<file path="config.mk">
export PLATFORM = sky130hd
export DESIGN_NAME = lcsa_ctrl
export DESIGN_NICKNAME = d
export VERILOG_FILES = /design/src/lcsa_pkg.sv /design/src/lcsa_ctrl.sv
export SDC_FILE = /design/constraint.sdc
export NUM_CORES = 1
export LEC_CHECK = 0
export BUFFER_PORTS_ARGS = -buffer_cell sky130_fd_sc_hd__buf_2
export CAP_MARGIN = 10
export CORE_UTILIZATION = 54
export DETAILED_ROUTE_END_ITERATION = 10
export PLACE_DENSITY_LB_ADDON = 0.3
export REMOVE_ABC_BUFFERS = 1
export SLEW_MARGIN = 20
export SYNTH_ARGS = -nofsm -noshare
export SYNTH_HDL_FRONTEND = slang
export SYNTH_SLANG_ARGS = --single-unit
</file>
<file path="constraint.sdc">
create_clock -name clk -period 5.1 [get_ports clk]
set_clock_uncertainty 0.15 [all_clocks]
set_input_delay 1.02 -clock clk [delete_from_list [all_inputs] [get_ports clk]]
set_output_delay 1.02 -clock clk [all_outputs]
set_load 0.01 [all_outputs]
</file>
<file path="src/lcsa_pkg.sv">
// Shared types and codes of the linked-cell string allocator.
// No dependencies.
package lcsa_pkg;

  localparam logic [1:0] OPC_ALLOC = 2'd0;
  localparam logic [1:0] OPC_FREE  = 2'd1;
  localparam logic [1:0] OPC_READ  = 2'd2;
  localparam logic [1:0] OPC_WRITE = 2'd3;

  localparam logic [1:0] ST_OK    = 2'd0;
  localparam logic [1:0] ST_FULL  = 2'd1;
  localparam logic [1:0] ST_BAD   = 2'd2;
  localparam logic [1:0] ST_TRUNC = 2'd3;

  typedef enum logic [4:0] {
    CMD_NONE,
    CMD_CLR,
    CMD_ACCEPT,
    CMD_BAD,
    CMD_WR,
    CMD_RD,
    CMD_F_STEP,
    CMD_F_END,
    CMD_R_TAKE,
    CMD_R_EMPTY,
    CMD_R_FIN_OK,
    CMD_R_FIN_TR,
    CMD_R_FIN_CHK,
    CMD_A_RD,
    CMD_A_FULL,
    CMD_A_W,
    CMD_A_N1,
    CMD_A_N2
  } cmd_t;

  typedef struct packed {
    logic       byte_zero;
    logic       link_oob;
    logic       head_oob;
    logic       addr_bad;
    logic       steps_lim;
    logic       count_zero;
    logic       count_hit;
    logic       out_free;
    logic       clr_last;
    logic [1:0] opcode;
    logic       last;
  } sts_t;

endpackage

</file>
<file path="src/lcsa_ctrl.sv">
// Controller: sequences the clearing pass and each operation as datapath
// commands. Uses lcsa_pkg.
module lcsa_ctrl (
  input  logic           clk,
  input  logic           rst_n,
  input  logic           in_valid,
  output logic           in_ready,
  input  lcsa_pkg::sts_t sts,
  output lcsa_pkg::cmd_t cmd
);

  typedef enum logic [3:0] {
    S_CLR, S_IDLE, S_DISP, S_A_CHK, S_A_N1, S_A_N2,
    S_F_EV, S_R_EV, S_R_TR, S_R_CHK
  } state_t;

  state_t state_r, state_nxt;

  assign in_ready = state_r == S_IDLE;

  always_comb begin
    state_nxt = state_r;
    cmd = lcsa_pkg::CMD_NONE;
    unique case (state_r)
      S_CLR: begin
        cmd = lcsa_pkg::CMD_CLR;
        if (sts.clr_last) state_nxt = S_IDLE;
      end
      S_IDLE: begin
        if (in_valid) begin
          cmd = lcsa_pkg::CMD_ACCEPT;
          state_nxt = S_DISP;
        end
      end
      S_DISP: begin
        if (sts.opcode == lcsa_pkg::OPC_ALLOC) begin
          if (!sts.head_oob) begin
            cmd = lcsa_pkg::CMD_A_RD; state_nxt = S_A_CHK;
          end else if (sts.out_free) begin
            cmd = lcsa_pkg::CMD_A_FULL; state_nxt = S_IDLE;
          end
        end else if (sts.addr_bad) begin
          if (sts.out_free) begin
            cmd = lcsa_pkg::CMD_BAD; state_nxt = S_IDLE;
          end
        end else if (sts.opcode == lcsa_pkg::OPC_WRITE) begin
          if (sts.out_free) begin
            cmd = lcsa_pkg::CMD_WR; state_nxt = S_IDLE;
          end
        end else begin
          cmd = lcsa_pkg::CMD_RD;
          state_nxt = (sts.opcode == lcsa_pkg::OPC_FREE) ? S_F_EV : S_R_EV;
        end
      end
      S_A_CHK: begin
        // terminator needs a second free cell
        if (sts.last && sts.link_oob) begin
          if (sts.out_free) begin
            cmd = lcsa_pkg::CMD_A_FULL; state_nxt = S_IDLE;
          end
        end else begin
          cmd = lcsa_pkg::CMD_A_W; state_nxt = S_A_N1;
        end
      end
      S_A_N1: begin
        if (sts.last) begin
          cmd = lcsa_pkg::CMD_A_N1; state_nxt = S_A_N2;
        end else if (sts.out_free) begin
          cmd = lcsa_pkg::CMD_A_N1; state_nxt = S_IDLE;
        end
      end
      S_A_N2: begin
        if (sts.out_free) begin
          cmd = lcsa_pkg::CMD_A_N2; state_nxt = S_IDLE;
        end
      end
      S_F_EV: begin
        if (sts.byte_zero || sts.link_oob || sts.steps_lim) begin
          if (sts.out_free) begin
            cmd = lcsa_pkg::CMD_F_END; state_nxt = S_IDLE;
          end
        end else begin
          cmd = lcsa_pkg::CMD_F_STEP;
        end
      end
      S_R_EV: begin
        if (sts.byte_zero) begin
          if (sts.out_free) begin
            cmd = sts.count_zero ? lcsa_pkg::CMD_R_EMPTY : lcsa_pkg::CMD_R_FIN_OK;
            state_nxt = S_IDLE;
          end
        end else if (sts.count_zero || sts.out_free) begin
          cmd = lcsa_pkg::CMD_R_TAKE;
          if (sts.link_oob) state_nxt = S_R_TR;
          else if (sts.count_hit) state_nxt = S_R_CHK;
        end
      end
      S_R_TR: begin
        if (sts.out_free) begin
          cmd = lcsa_pkg::CMD_R_FIN_TR; state_nxt = S_IDLE;
        end
      end
      S_R_CHK: begin
        if (sts.out_free) begin
          cmd = lcsa_pkg::CMD_R_FIN_CHK; state_nxt = S_IDLE;
        end
      end
      default: state_nxt = S_IDLE;
    endcase
  end

  always_ff @(posedge clk) begin
    if (!rst_n) state_r <= S_CLR;
    else state_r <= state_nxt;
  end

endmodule

</file>
# [Word-level counts from Yosys, hierarchy flattened]
# Index checks and enable logic that the tools add are counted.
[op_classes] n_eq_ne=16 n_mux=37 reduce_logical=8
[ops] op="$mux 4" n=20
[ops] op="$pmux 5 s10" n=1
[ops] op="$mux 5" n=9
[ops] op="$pmux 4 s8" n=1
[ops] op="$eq 4x3->1 const B" n=4
[ops] op="$eq 4x2->1 const B" n=2
[ops] op="$eq 4x4->1 const B" n=2
[ops] op="$mux 2" n=3
[ops] op="$mux 3" n=2
[ops] op="$ne 2x2->1 const B" n=3
[ops] op="$reduce_and 5->1" n=1
[ops] op="$eq 4x1->1 const B" n=1
[ops] op="$logic_not 4->1" n=1
[ops] op="$ne 4x4->1 const B" n=1
[ops] op="$logic_or 1x1->1" n=3
[ops] op="$ne 3x3->1 const B" n=1
[ops] op="$reduce_or 3->1" n=1
[ops] op="$eq 2x1->1 const B" n=1
[ops] op="$eq 2x2->1 const B" n=1
[ops] op="$logic_not 2->1" n=1
[ops] op="$logic_and 1x1->1" n=1
[ops] op="$mux 1" n=1
[totals] register_bits=4 inputBits=15 wordCells=62

# [Logic depth before layout (Yosys ltp)]
# Gate-level depths: netlist (run 1).
[depth] depth_word=6 mapped_depth=7 depth_no_buf=5

# [Worst setup path after synthesis (run 1)]
# Ideal clock, no wire load.
[synth_path] path_type="input to output" start="in sts[4] in the netlist's numbering" end="out cmd[3]" t_arrival_ns=1.968 path_slack_ns=1.962 path_stages=5 path_buffers=2 cell_sequence="clkbuf_1 -> clkbuf_1 -> o21ai_0 -> o211ai_1 -> o21bai_1"
[synth_between] elab_chain_len=4
[synth_lines] element="start, declared" line="lcsa_ctrl.sv:8" rtl="input lcsa_pkg::sts_t sts,"
[synth_lines] element="$mux 4 or $logic_or 1x1->1 (tied branches)" line="lcsa_ctrl.sv:39, lcsa_ctrl.sv:58, lcsa_ctrl.sv:92"
[synth_lines] element="$mux 4 (on tied branches)" line="lcsa_ctrl.sv:37, lcsa_ctrl.sv:92"
[synth_lines] element="$mux 5 (on tied branches)" line="lcsa_ctrl.sv:36, lcsa_ctrl.sv:87"
[synth_lines] element="$pmux 5 s10 (*)" line="lcsa_ctrl.sv:24" rtl="unique case (state_r)"
[synth_lines] element="end, declared" line="lcsa_ctrl.sv:9" rtl="output lcsa_pkg::cmd_t cmd"
# Every way passes the cells marked *; elsewhere a longest branch is shown, timed or not.

# [Worst setup path in the final report (run 1)]
[layout_path] start="in sts[4] in the netlist's numbering" end="out cmd[1]"
[layout_between] elab_chain_len=4
[layout_lines] element="$mux 2 or $mux 4 (tied branches)" line="lcsa_ctrl.sv:43, lcsa_ctrl.sv:39, lcsa_ctrl.sv:58"
[layout_lines] element="$mux 5 or $mux 4 (tied branches)" line="lcsa_ctrl.sv:42, lcsa_ctrl.sv:37"
[layout_lines] element="$mux 5" line="lcsa_ctrl.sv:36" rtl="if (sts.opcode == lcsa_pkg::OPC_ALLOC) begin"
[layout_lines] element="$pmux 5 s10 (*)" line="lcsa_ctrl.sv:24"
# Marked as above.

==> results by group, run 1 <==
Clock network
  • Root Buffer: clkbuf_4
  • Worst-skew pair later-pin latency: 240 ps
  • Clk sinks: 4
  • TritonCTS Buffers: 3
  • CTS tree: done
  • Setup bufs post-CTS: 0
  • Clock Path Buffers: 2
  • Resized Gates After CTS: 0
  • H-tree levels: 1
  • Hold_buf cts: 0
  • Worst-path clk slew: 40 ps

Synthesis
  • Synth Area per Inst: 6.42 µm²
  • Synthesis-stage register bit count: 4
  • Synth top area cells: dfxtp_1 11%, nor2_1 8.0%, nand2_1 6.0%
  • Xor and xnor fraction of the mapped netlist area: 0.0117
  • Synth Area in Simple Gates: 0.415
  • Post-Synth Adder-Cell Area: 0
  • Complex-gate fraction of the synthesized area: 0.337
  • Post-synthesis sequential area ratio: 0.107
  • Syn Inst Count: 117
  • Post-synth EDFFs: 0
  • Multiplexer share of the synthesized area: 0.0417
  • Main combinational cell family by area after synthesis: simple AND/OR/NAND/NOR gates
  • Yosys cell types: 44
  • Top-area cell type share of the netlist area: 0.107
  • Syn. warnings: 0
  • Area of the mapped netlist: 751 µm²
  • Prevailing post-synth register cell: dfxtp_1
  • Synth area leader: dfxtp_1
  • Ys async rst share: 0

Job
  • Max_cap viols: 0

Final layout
  • Max reg flops: 4
  • Area growth from synthesis to layout: 12.5%
  • Fin nets: 148
  • Core Util, Final: 0.649
  • Top flop regs: state_r x4
  • Post-route cell area: 845 µm²
  • Fraction of layout cells with a size suffix above 1: 0.221
  • Post-Layout Cell Count: 146
  • Most flops, register: state_r
  • Antenna Cells: 0

Timing
  • Hold slack: 690 ps
  • Fmax: 0.310 GHz
  • Tcrit/Tclk final: 0.632
  • Setup TNS: 0 ps
  • RSZ-0062 raised after global routing: no
  • Post-layout min period: 3220 ps
  • Worst-Margin Slew: 615 ps
  • Slew Limit Fails: 0
  • # setup viols final: 0
  • Rel. slew slack: 0.589
  • Final Hold Vio Count: 0

Placement
  • Dpl cell area: 822 µm²
  • Port bufs: 20
  • DPL Wire Length: 1.53 mm
  • Placed cells: 143
  • GPL Wtd Cong: 0.923

Detailed routing
  • DRC: 0
  • Drt total wl: 2.07 mm
  • Starting DRT DRC Count: 58
  • Via count: 949
  • Routed len/inst: 14.2 µm
  • DRT Pass-1 Iters: 4
  • Drt via density: 6.50
  • Routed Antenna Nets: 0

Global routing
  • Initial antenna violation count: 0
  • First-pass GRT wire length: 3.47 mm
  • Global route overflow: 0
  • Largest net degree at the start of global routing: 20
  • Total GRT Usage: 0.324
  • Vias in the first global route: 792

Worst setup path
  • WP data required: 3930 ps
  • WP data arrival: 2050 ps
  • Crit-path max FO: 18
  • Crit path launch type: primary input
  • R2r worst-path depth: 5
  • FF-to-FF setup slack: 2860 ps
  • FF-to-FF End: state_r[0]$_SDFFE_PN0P_
  • Critical R2R Launch: state_r[2]$_SDFFE_PN0P_
  • CP Capture Type: output pin
  • Setup CP Type: in2out

Die
  • Core area: 0.00130 mm²
  • Die Y: 39.3 µm
  • Initial core utilization: 0.577
  • Core Rows: 13
  • Die area: 0.00154 mm²
  • Die W: 39.3 µm
  • IO Pins: 21

Hold path
  • Hold Crit Class: reg2reg
  • Min-Delay Path Depth: 2
  • Min-delay src: state_r[0]$_SDFFE_PN0P_
  • Hold Path End: state_r[0]$_SDFFE_PN0P_

Power
  • Clock power share: 0.270
  • Pleak: 0.325 nW
  • Net Sw Power: 56.8 µW
  • Cell Int Power: 87.7 µW
  • Max IR drop VDD: 0.149 mV
  • Power Dens Cells: 171 mW/mm²
  • Sequential share of power: 0.290
  • Net Sw Frac: 0.393
  • Logic pwr share: 0.440

Run status
  • Status: finished, final reports clean
==> layout make-up <==
| class | count | area [µm²] |
|---|---|---|
| multi-input cells | 99 | 604 |
| fillers | 132 | 457 |
| repair buffers | 20 | 100 |
| flip-flops and latches | 4 | 80.1 |
| clock buffers | 3 | 22.5 |
| inverters | 5 | 18.8 |
| well taps | 15 | 18.8 |
==> metal layers <==
| layer | part of all wire | global-route usage | vias up |
|---|---|---|---|
| met2 | 0.44 | 0.538 | 54 |
| met5 | 0 | 0 | - |
| met3 | 0.086 | 0.0568 | 4 |
| li1 | - | - | 469 |
| met4 | 0.015 | 0.0517 | 0 |
| met1 | 0.46 | 0.440 | 422 |
==> worst max-delay path by stage <==
stage / startpoint / end / slack, ps / cells after the start
6_report: sts[4] / cmd[1] / 1880 / 7
4_1_cts: sts[4] / cmd[1] / 1920 / 7
3_3_place_gp: sts[4] / cmd[1] / 1990 / 7
5_1_grt: sts[4] / cmd[1] / 1770 / 7
3_5_place_dp: sts[4] / cmd[1] / 1920 / 7
2_1_floorplan: sts[10] / cmd[0] / 2280 / 5
==> layout by cell type (no fill, tap or decap), drive strengths merged, types with 2 or more instances in the layout <==
| cell | count |
|---|---|
| nor2 | 16 |
| a21oi | 7 |
| nor2b | 6 |
| o21bai | 2 |
| o21a | 2 |
| o41ai | 2 |
| dfxtp | 4 |
| mux2i | 2 |
| nand2 | 12 |
| o211ai | 5 |
| buf | 20 |
| clkbuf | 3 |
| nand2b | 3 |
| or3 | 2 |
| nor3 | 2 |
| and2 | 2 |
| nor3b | 2 |
| o22ai | 2 |
| nand4 | 2 |
| nand3 | 4 |
| nor4 | 3 |
| o21ai | 7 |
| inv | 5 |
==> logic make-up after synthesis <==
family,Yosys count
buffers and inverters,14
AOI/OAI and AO/OA,36
xor gates and xnor gates,1
DFF,4
muxes,3
and+or+nand+nor,59
==> metrics by stage <==
step	setup WS (ps)	total power, mW
floorplan	2280	0.0807
global placement	1990	0.104
detailed placement	1920	0.105
CTS	1920	0.146
global route	1770	0.157
finish	1880	0.145
==> worst max-delay path, stage by stage <==
cell	delay [ps]
buf_2	260
nor2b_1	260
nand2_1	90
o21ai_0	100
nand2_1	80
nand4_1	100
buf_2	140
==> Yosys cell counts, drive strengths merged (2+ instances only) <==
| master | instances |
|---|---|
| or3 | 2 |
| nor3 | 2 |
| nor4 | 3 |
| nand2b | 3 |
| a21oi | 7 |
| dfxtp | 4 |
| nor2 | 16 |
| mux2i | 2 |
| o211ai | 5 |
| nand4 | 2 |
| o22ai | 2 |
| o21a | 2 |
| buf | 4 |
| nor3b | 2 |
| o21ai | 7 |
| nand2 | 12 |
| and2 | 2 |
| nor2b | 6 |
| o21bai | 2 |
| nand3 | 4 |
| clkbuf | 5 |
| inv | 5 |
| o41ai | 2 |
==> power groups by stage <==
stage | clock [mW] | sequential [mW] | combinational, mW
floorplan | 0 | 0.0396 | 0.0410
global placement | 0 | 0.0422 | 0.0617
detailed placement | 0 | 0.0424 | 0.0630
CTS | 0.0408 | 0.0420 | 0.0631
global route | 0.0427 | 0.0427 | 0.0714
finish | 0.0390 | 0.0420 | 0.0636
No activity file was read; power rests on OpenSTA's default activity.
==> run 2: changes to the inputs <==
--- a/config.mk
+++ b/config.mk
@@ -7,7 +7,7 @@
 export LEC_CHECK = 0
 export BUFFER_PORTS_ARGS = -buffer_cell sky130_fd_sc_hd__buf_2
 export CAP_MARGIN = 10
-export CORE_UTILIZATION = 54
+export CORE_UTILIZATION = 51
 export DETAILED_ROUTE_END_ITERATION = 10
 export PLACE_DENSITY_LB_ADDON = 0.3
 export REMOVE_ABC_BUFFERS = 1
==> constraint.sdc (replaced) <==
create_clock -name clk -period 3.1 [get_ports clk]
set_clock_uncertainty 0.15 [all_clocks]
set_input_delay 0.62 -clock clk [delete_from_list [all_inputs] [get_ports clk]]
set_output_delay 0.62 -clock clk [all_outputs]
set_load 0.01 [all_outputs]
==> results by group, run 2 (same netlist as run 1, synthesis figures left out) <==
Clock network
  • Resized Gates After CTS: 0
  • Hold_buf cts: 0
  • TritonCTS Buffers: 3
  • Clk sinks: 4
  • H-tree levels: 1
  • Setup bufs post-CTS: 0
  • Root Buffer: clkbuf_4
  • Worst-path clk slew: 40 ps
  • Clock Path Buffers: 2
  • Worst-skew pair later-pin latency: 230 ps
  • CTS tree: done

Worst setup path
  • Crit-path max FO: 19
  • Top delay family on crit path: simple AND/OR/NAND/NOR gates
  • Cell Chain, Critical Path: or4b_4 -> or3_1 -> nand4b_1 -> buf_2
  • Critical path depth: 4
  • CP Capture Type: output pin
  • Biggest cell delay along the critical path: 610 ps
  • WP data required: 2330 ps
  • WP data arrival: 1990 ps
  • Critical path's slowest cell: or4b_4
  • R2r worst-path depth: 5
  • Crit path launch type: flip-flop
  • Worst path bufs/invs: 1
  • Setup CP Type: reg2out

Die
  • Die W: 40.4 µm
  • Core Rows: 13
  • IO Pins: 21
  • Initial core utilization: 0.563
  • Die Y: 40.4 µm
  • Die area: 0.00163 mm²
  • Core area: 0.00133 mm²

Final layout
  • Top flop regs: state_r x4
  • Most flops, register: state_r
  • Fin nets: 149
  • Antenna Cells: 0
  • Post-Layout Cell Count: 147
  • Commonest non-fill, non-tap cells in the layout: 20 x buf_2, 16 x nor2_1, 12 x nand2_1
  • Max reg flops: 4
  • Most common cell after layout, fill and taps aside: buf_2
  • Fill count: 129
  • Area growth from synthesis to layout: 13.5%
  • Fraction of layout cells with a size suffix above 1: 0.227

Placement
  • DPL Wire Length: 1.66 mm
  • Placed cells: 144
  • GPL Wtd Cong: 0.940
  • Port bufs: 20

Global routing
  • Global route overflow: 0
  • Total GRT Usage: 0.296
  • First-pass GRT wire length: 3.35 mm
  • Initial antenna violation count: 0
  • Largest net degree at the start of global routing: 20
  • Vias in the first global route: 794

Detailed routing
  • Routed len/inst: 14.9 µm
  • Via count: 975
  • DRC: 0
  • Starting DRT DRC Count: 46
  • Routed Antenna Nets: 0
  • DRT Pass-1 Iters: 4
  • Drt via density: 6.63
  • Drt total wl: 2.19 mm

Timing
  • RSZ-0062 raised after global routing: no
  • Rel. slew slack: 0.578
  • Slew Limit Fails: 0
  • # setup viols final: 0
  • Final Hold Vio Count: 0
  • Setup TNS: 0 ps
  • Worst-Margin Slew: 631 ps
  • Fmax: 0.362 GHz
  • Post-layout min period: 2760 ps
  • Tcrit/Tclk final: 0.890

Power
  • Power Dens Cells: 283 mW/mm²
  • Pleak: 0.331 nW
  • Max IR drop VDD: 0.305 mV

Run status
  • Status: finished, final reports clean

Job
  • Max_cap viols: 0

Hold path
  • Min-Delay Path Depth: 3
  • Hold Crit Class: in2reg
run 2: cell count changes in the layout (fill, tap and decap cells not counted), sizes merged:
| cell | delta |
|---|---|
| buf | +1 |
run 2: per-stage QoR:
step | utilization | total power [mW] | setup slack, ps | hold WS, ps | instance area, µm²
final | 0.639 | 0.241 | 340 | 488 | 852
after global routing | 0.639 | 0.256 | 301 | 494 | 852
after CTS | 0.639 | 0.239 | 386 | 489 | 852
after detailed placement | 0.622 | 0.174 | 636 | 665 | 830
after global placement | 0.622 | 0.171 | 674 | 665 | 830
after floorplan | - | 0.133 | 838 | 530 | 703
run 2: final timing paths:
path,start,end,slack [ps]
worst min register to register,state_r[0]$_SDFFE_PN0P_,state_r[0]$_SDFFE_PN0P_,700
worst max register to register,state_r[0]$_SDFFE_PN0P_,state_r[2]$_SDFFE_PN0P_,820
worst min-delay path,rst_n,state_r[0]$_SDFFE_PN0P_,490
worst max-delay path,state_r[0]$_SDFFE_PN0P_,cmd[2],340
run 2: worst reg2reg max path: stages (launching register included):
cell	delay, ps
dfxtp_1	720
nor2_1	140
or3_1	420
or2_2	290
a311oi_1	350
o21a_1	160
run 2: layout make-up:
| class | instances | area (µm²) | area share |
|---|---|---|---|
| multi-input combinational | 99 | 604 | 0.709 |
| timing repair buffer | 21 | 108 | 0.126 |
| sequential | 4 | 80.1 | 0.0940 |
| clock buffer | 3 | 22.5 | 0.0264 |
| inverter | 5 | 18.8 | 0.0220 |
| tap | 15 | 18.8 | 0.0220 |
run 2: report_power, final:
part	internal [mW]	total [mW]	switching, mW
registers	0.0548	0.0692	0.0144
logic	0.0463	0.108	0.0614
clock network	0.0433	0.0640	0.0208
run 2: layer usage:
metal	GRT usage	routed length, µm	up-vias
met2	0.460	1050	58
met3	0.0333	219	0
li1	-	-	466
met5	0	0	-
met4	0.0583	0	0
met1	0.431	920	451
==> run 3: changes to the inputs <==
--- a/config.mk
+++ b/config.mk
@@ -9,7 +9,7 @@
 export CAP_MARGIN = 10
 export CORE_UTILIZATION = 51
 export DETAILED_ROUTE_END_ITERATION = 10
-export PLACE_DENSITY_LB_ADDON = 0.3
+export PLACE_DENSITY = 0.78
 export REMOVE_ABC_BUFFERS = 1
 export SLEW_MARGIN = 20
 export SYNTH_ARGS = -nofsm -noshare
==> results by group, run 3 (same netlist as run 1, synthesis figures left out) <==
Final layout
  • Max reg flops: 4
  • Fill count: 135
  • Most flops, register: state_r
  • Multi-input logic area: 604 µm²
  • Top flop regs: state_r x4
  • Seq. cell area: 80.1 µm²
  • Commonest non-fill, non-tap cells in the layout: 20 x buf_2, 16 x nor2_1, 12 x nand2_1
  • Fin nets: 148
  • Fraction of layout cells with a size suffix above 1: 0.221
  • Area growth from synthesis to layout: 12.5%
  • Post-route cell area: 845 µm²
  • Most common cell after layout, fill and taps aside: buf_2
  • Antenna Cells: 0

Placement
  • DPL Wire Length: 1.67 mm
  • Dpl cell area: 822 µm²
  • GPL Wtd Cong: 0.944
  • Port bufs: 20

Worst setup path
  • FF-to-FF setup slack: 850 ps
  • CP Capture Type: output pin
  • WP data required: 2330 ps
  • Biggest cell delay along the critical path: 600 ps
  • Worst Setup SP: state_r[0]$_SDFFE_PN0P_
  • Worst path bufs/invs: 1
  • Critical path depth: 4
  • R2r worst-path depth: 5
  • WP data arrival: 1980 ps
  • Cell Chain, Critical Path: or4b_4 -> or3_1 -> nand4b_1 -> buf_2
  • Critical R2R Launch: state_r[0]$_SDFFE_PN0P_
  • Crit-path max FO: 19
  • Critical Path Sink: cmd[2]
  • Crit path launch type: flip-flop
  • Critical path's slowest cell: or4b_4
  • Top delay family on crit path: simple AND/OR/NAND/NOR gates
  • FF-to-FF End: state_r[2]$_SDFFE_PN0P_
  • Setup CP Type: reg2out

Detailed routing
  • DRT Pass-1 Iters: 4
  • Routed len/inst: 16.1 µm
  • DRC: 0
  • Routed Antenna Nets: 0
  • Drt total wl: 2.35 mm
  • Starting DRT DRC Count: 63
  • Drt via density: 6.75
  • Via count: 985

Global routing
  • First-pass GRT wire length: 3.30 mm
  • Largest net degree at the start of global routing: 20
  • Initial antenna violation count: 0
  • Total GRT Usage: 0.300
  • Global route overflow: 0
  • Vias in the first global route: 759

Clock network
  • Hold_buf cts: 0
  • CTS tree: done
  • Worst-skew pair later-pin latency: 250 ps
  • Root Buffer: clkbuf_4
  • Clk sinks: 4
  • Clock Path Buffers: 2
  • TritonCTS Buffers: 3
  • H-tree levels: 1
  • Resized Gates After CTS: 0
  • Worst-path clk slew: 30 ps
  • Setup bufs post-CTS: 0

Power
  • Logic pwr share: 0.442
  • Sequential share of power: 0.278
  • Cell Int Power: 145 µW
  • Power Dens Cells: 293 mW/mm²
  • Clock power share: 0.280
  • Net Sw Frac: 0.416
  • Pleak: 0.325 nW
  • Max IR drop VDD: 0.263 mV
  • Net Sw Power: 103 µW

Timing
  • # setup viols final: 0
  • Final Hold Vio Count: 0
  • Worst-Margin Slew: 613 ps
  • Rel. slew slack: 0.591
  • Setup TNS: 0 ps
  • Post-layout min period: 2750 ps
  • Fmax: 0.363 GHz
  • Slew Limit Fails: 0
  • Tcrit/Tclk final: 0.888
  • RSZ-0062 raised after global routing: no

Die
  • Die W: 40.4 µm
  • Initial core utilization: 0.563
  • Die Y: 40.4 µm
  • Core area: 0.00133 mm²
  • Die area: 0.00163 mm²
  • IO Pins: 21
  • Core Rows: 13

Run status
  • Status: finished, final reports clean

Hold path
  • Hold Crit Class: in2reg
  • Min-Delay Path Depth: 3

Job
  • Max_cap viols: 0
## run 3: cell count changes in the layout (fill, tap and decap cells not counted), sizes merged
cell,delta
buf,-1
## run 3: area by class of cell
class / count / area share
Timing Repair Buffer: 20 / 0.119
Tap cell: 15 / 0.0222
Sequential cell: 4 / 0.0948
Multi-Input combinational cell: 99 / 0.716
Inverter: 5 / 0.0222
Clock buffer: 3 / 0.0267
## run 3: how the worst min path moves through the flow
stage	from	endpoint	slack, ps
floorplan	state_r[0]$_SDFFE_PN0P_	state_r[0]$_SDFFE_PN0P_	530
global placement	state_r[0]$_SDFFE_PN0P_	state_r[0]$_SDFFE_PN0P_	660
detailed placement	state_r[3]$_SDFFE_PN0P_	state_r[3]$_SDFFE_PN0P_	660
CTS	rst_n	state_r[0]$_SDFFE_PN0P_	490
global route	rst_n	state_r[0]$_SDFFE_PN0P_	510
finish	rst_n	state_r[0]$_SDFFE_PN0P_	490
## run 3: power groups by stage
stage / registers [mW] / clock network (mW) / logic, mW
after floorplan: 0.0652 / 0 / 0.0675
after global placement: 0.0683 / 0 / 0.104
after detailed placement: 0.0693 / 0 / 0.105
after CTS: 0.0683 / 0.0672 / 0.107
after global routing: 0.0697 / 0.0697 / 0.120
final: 0.0689 / 0.0694 / 0.109
## run 3: metal layers
metal  share of wire  global-route usage
met1            0.39               0.425
met5               0                   0
met4          0.0098              0.0583
met2            0.46               0.464
met3            0.14              0.0611
## run 3: per-stage QoR
step | power (mW) | setup WS, ps | instances | hold WS [ps] | utilization
6_report | 0.248 | 347 | 146 | 486 | 0.633
5_1_grt | 0.260 | 279 | 146 | 506 | 0.633
4_1_cts | 0.243 | 370 | 146 | 490 | 0.633
3_5_place_dp | 0.174 | 619 | 143 | 660 | 0.616
3_3_place_gp | 0.172 | 680 | 143 | 662 | 0.616
2_1_floorplan | 0.133 | 838 | 108 | 530 | -
## run 3: worst reg2reg max path: cells and delay by family, from the launching register on
| family | cells | cell delay, ps |
|---|---|---|
| simple gates | 3 | 840 |
| flops | 1 | 700 |
| compound gates | 2 | 520 |
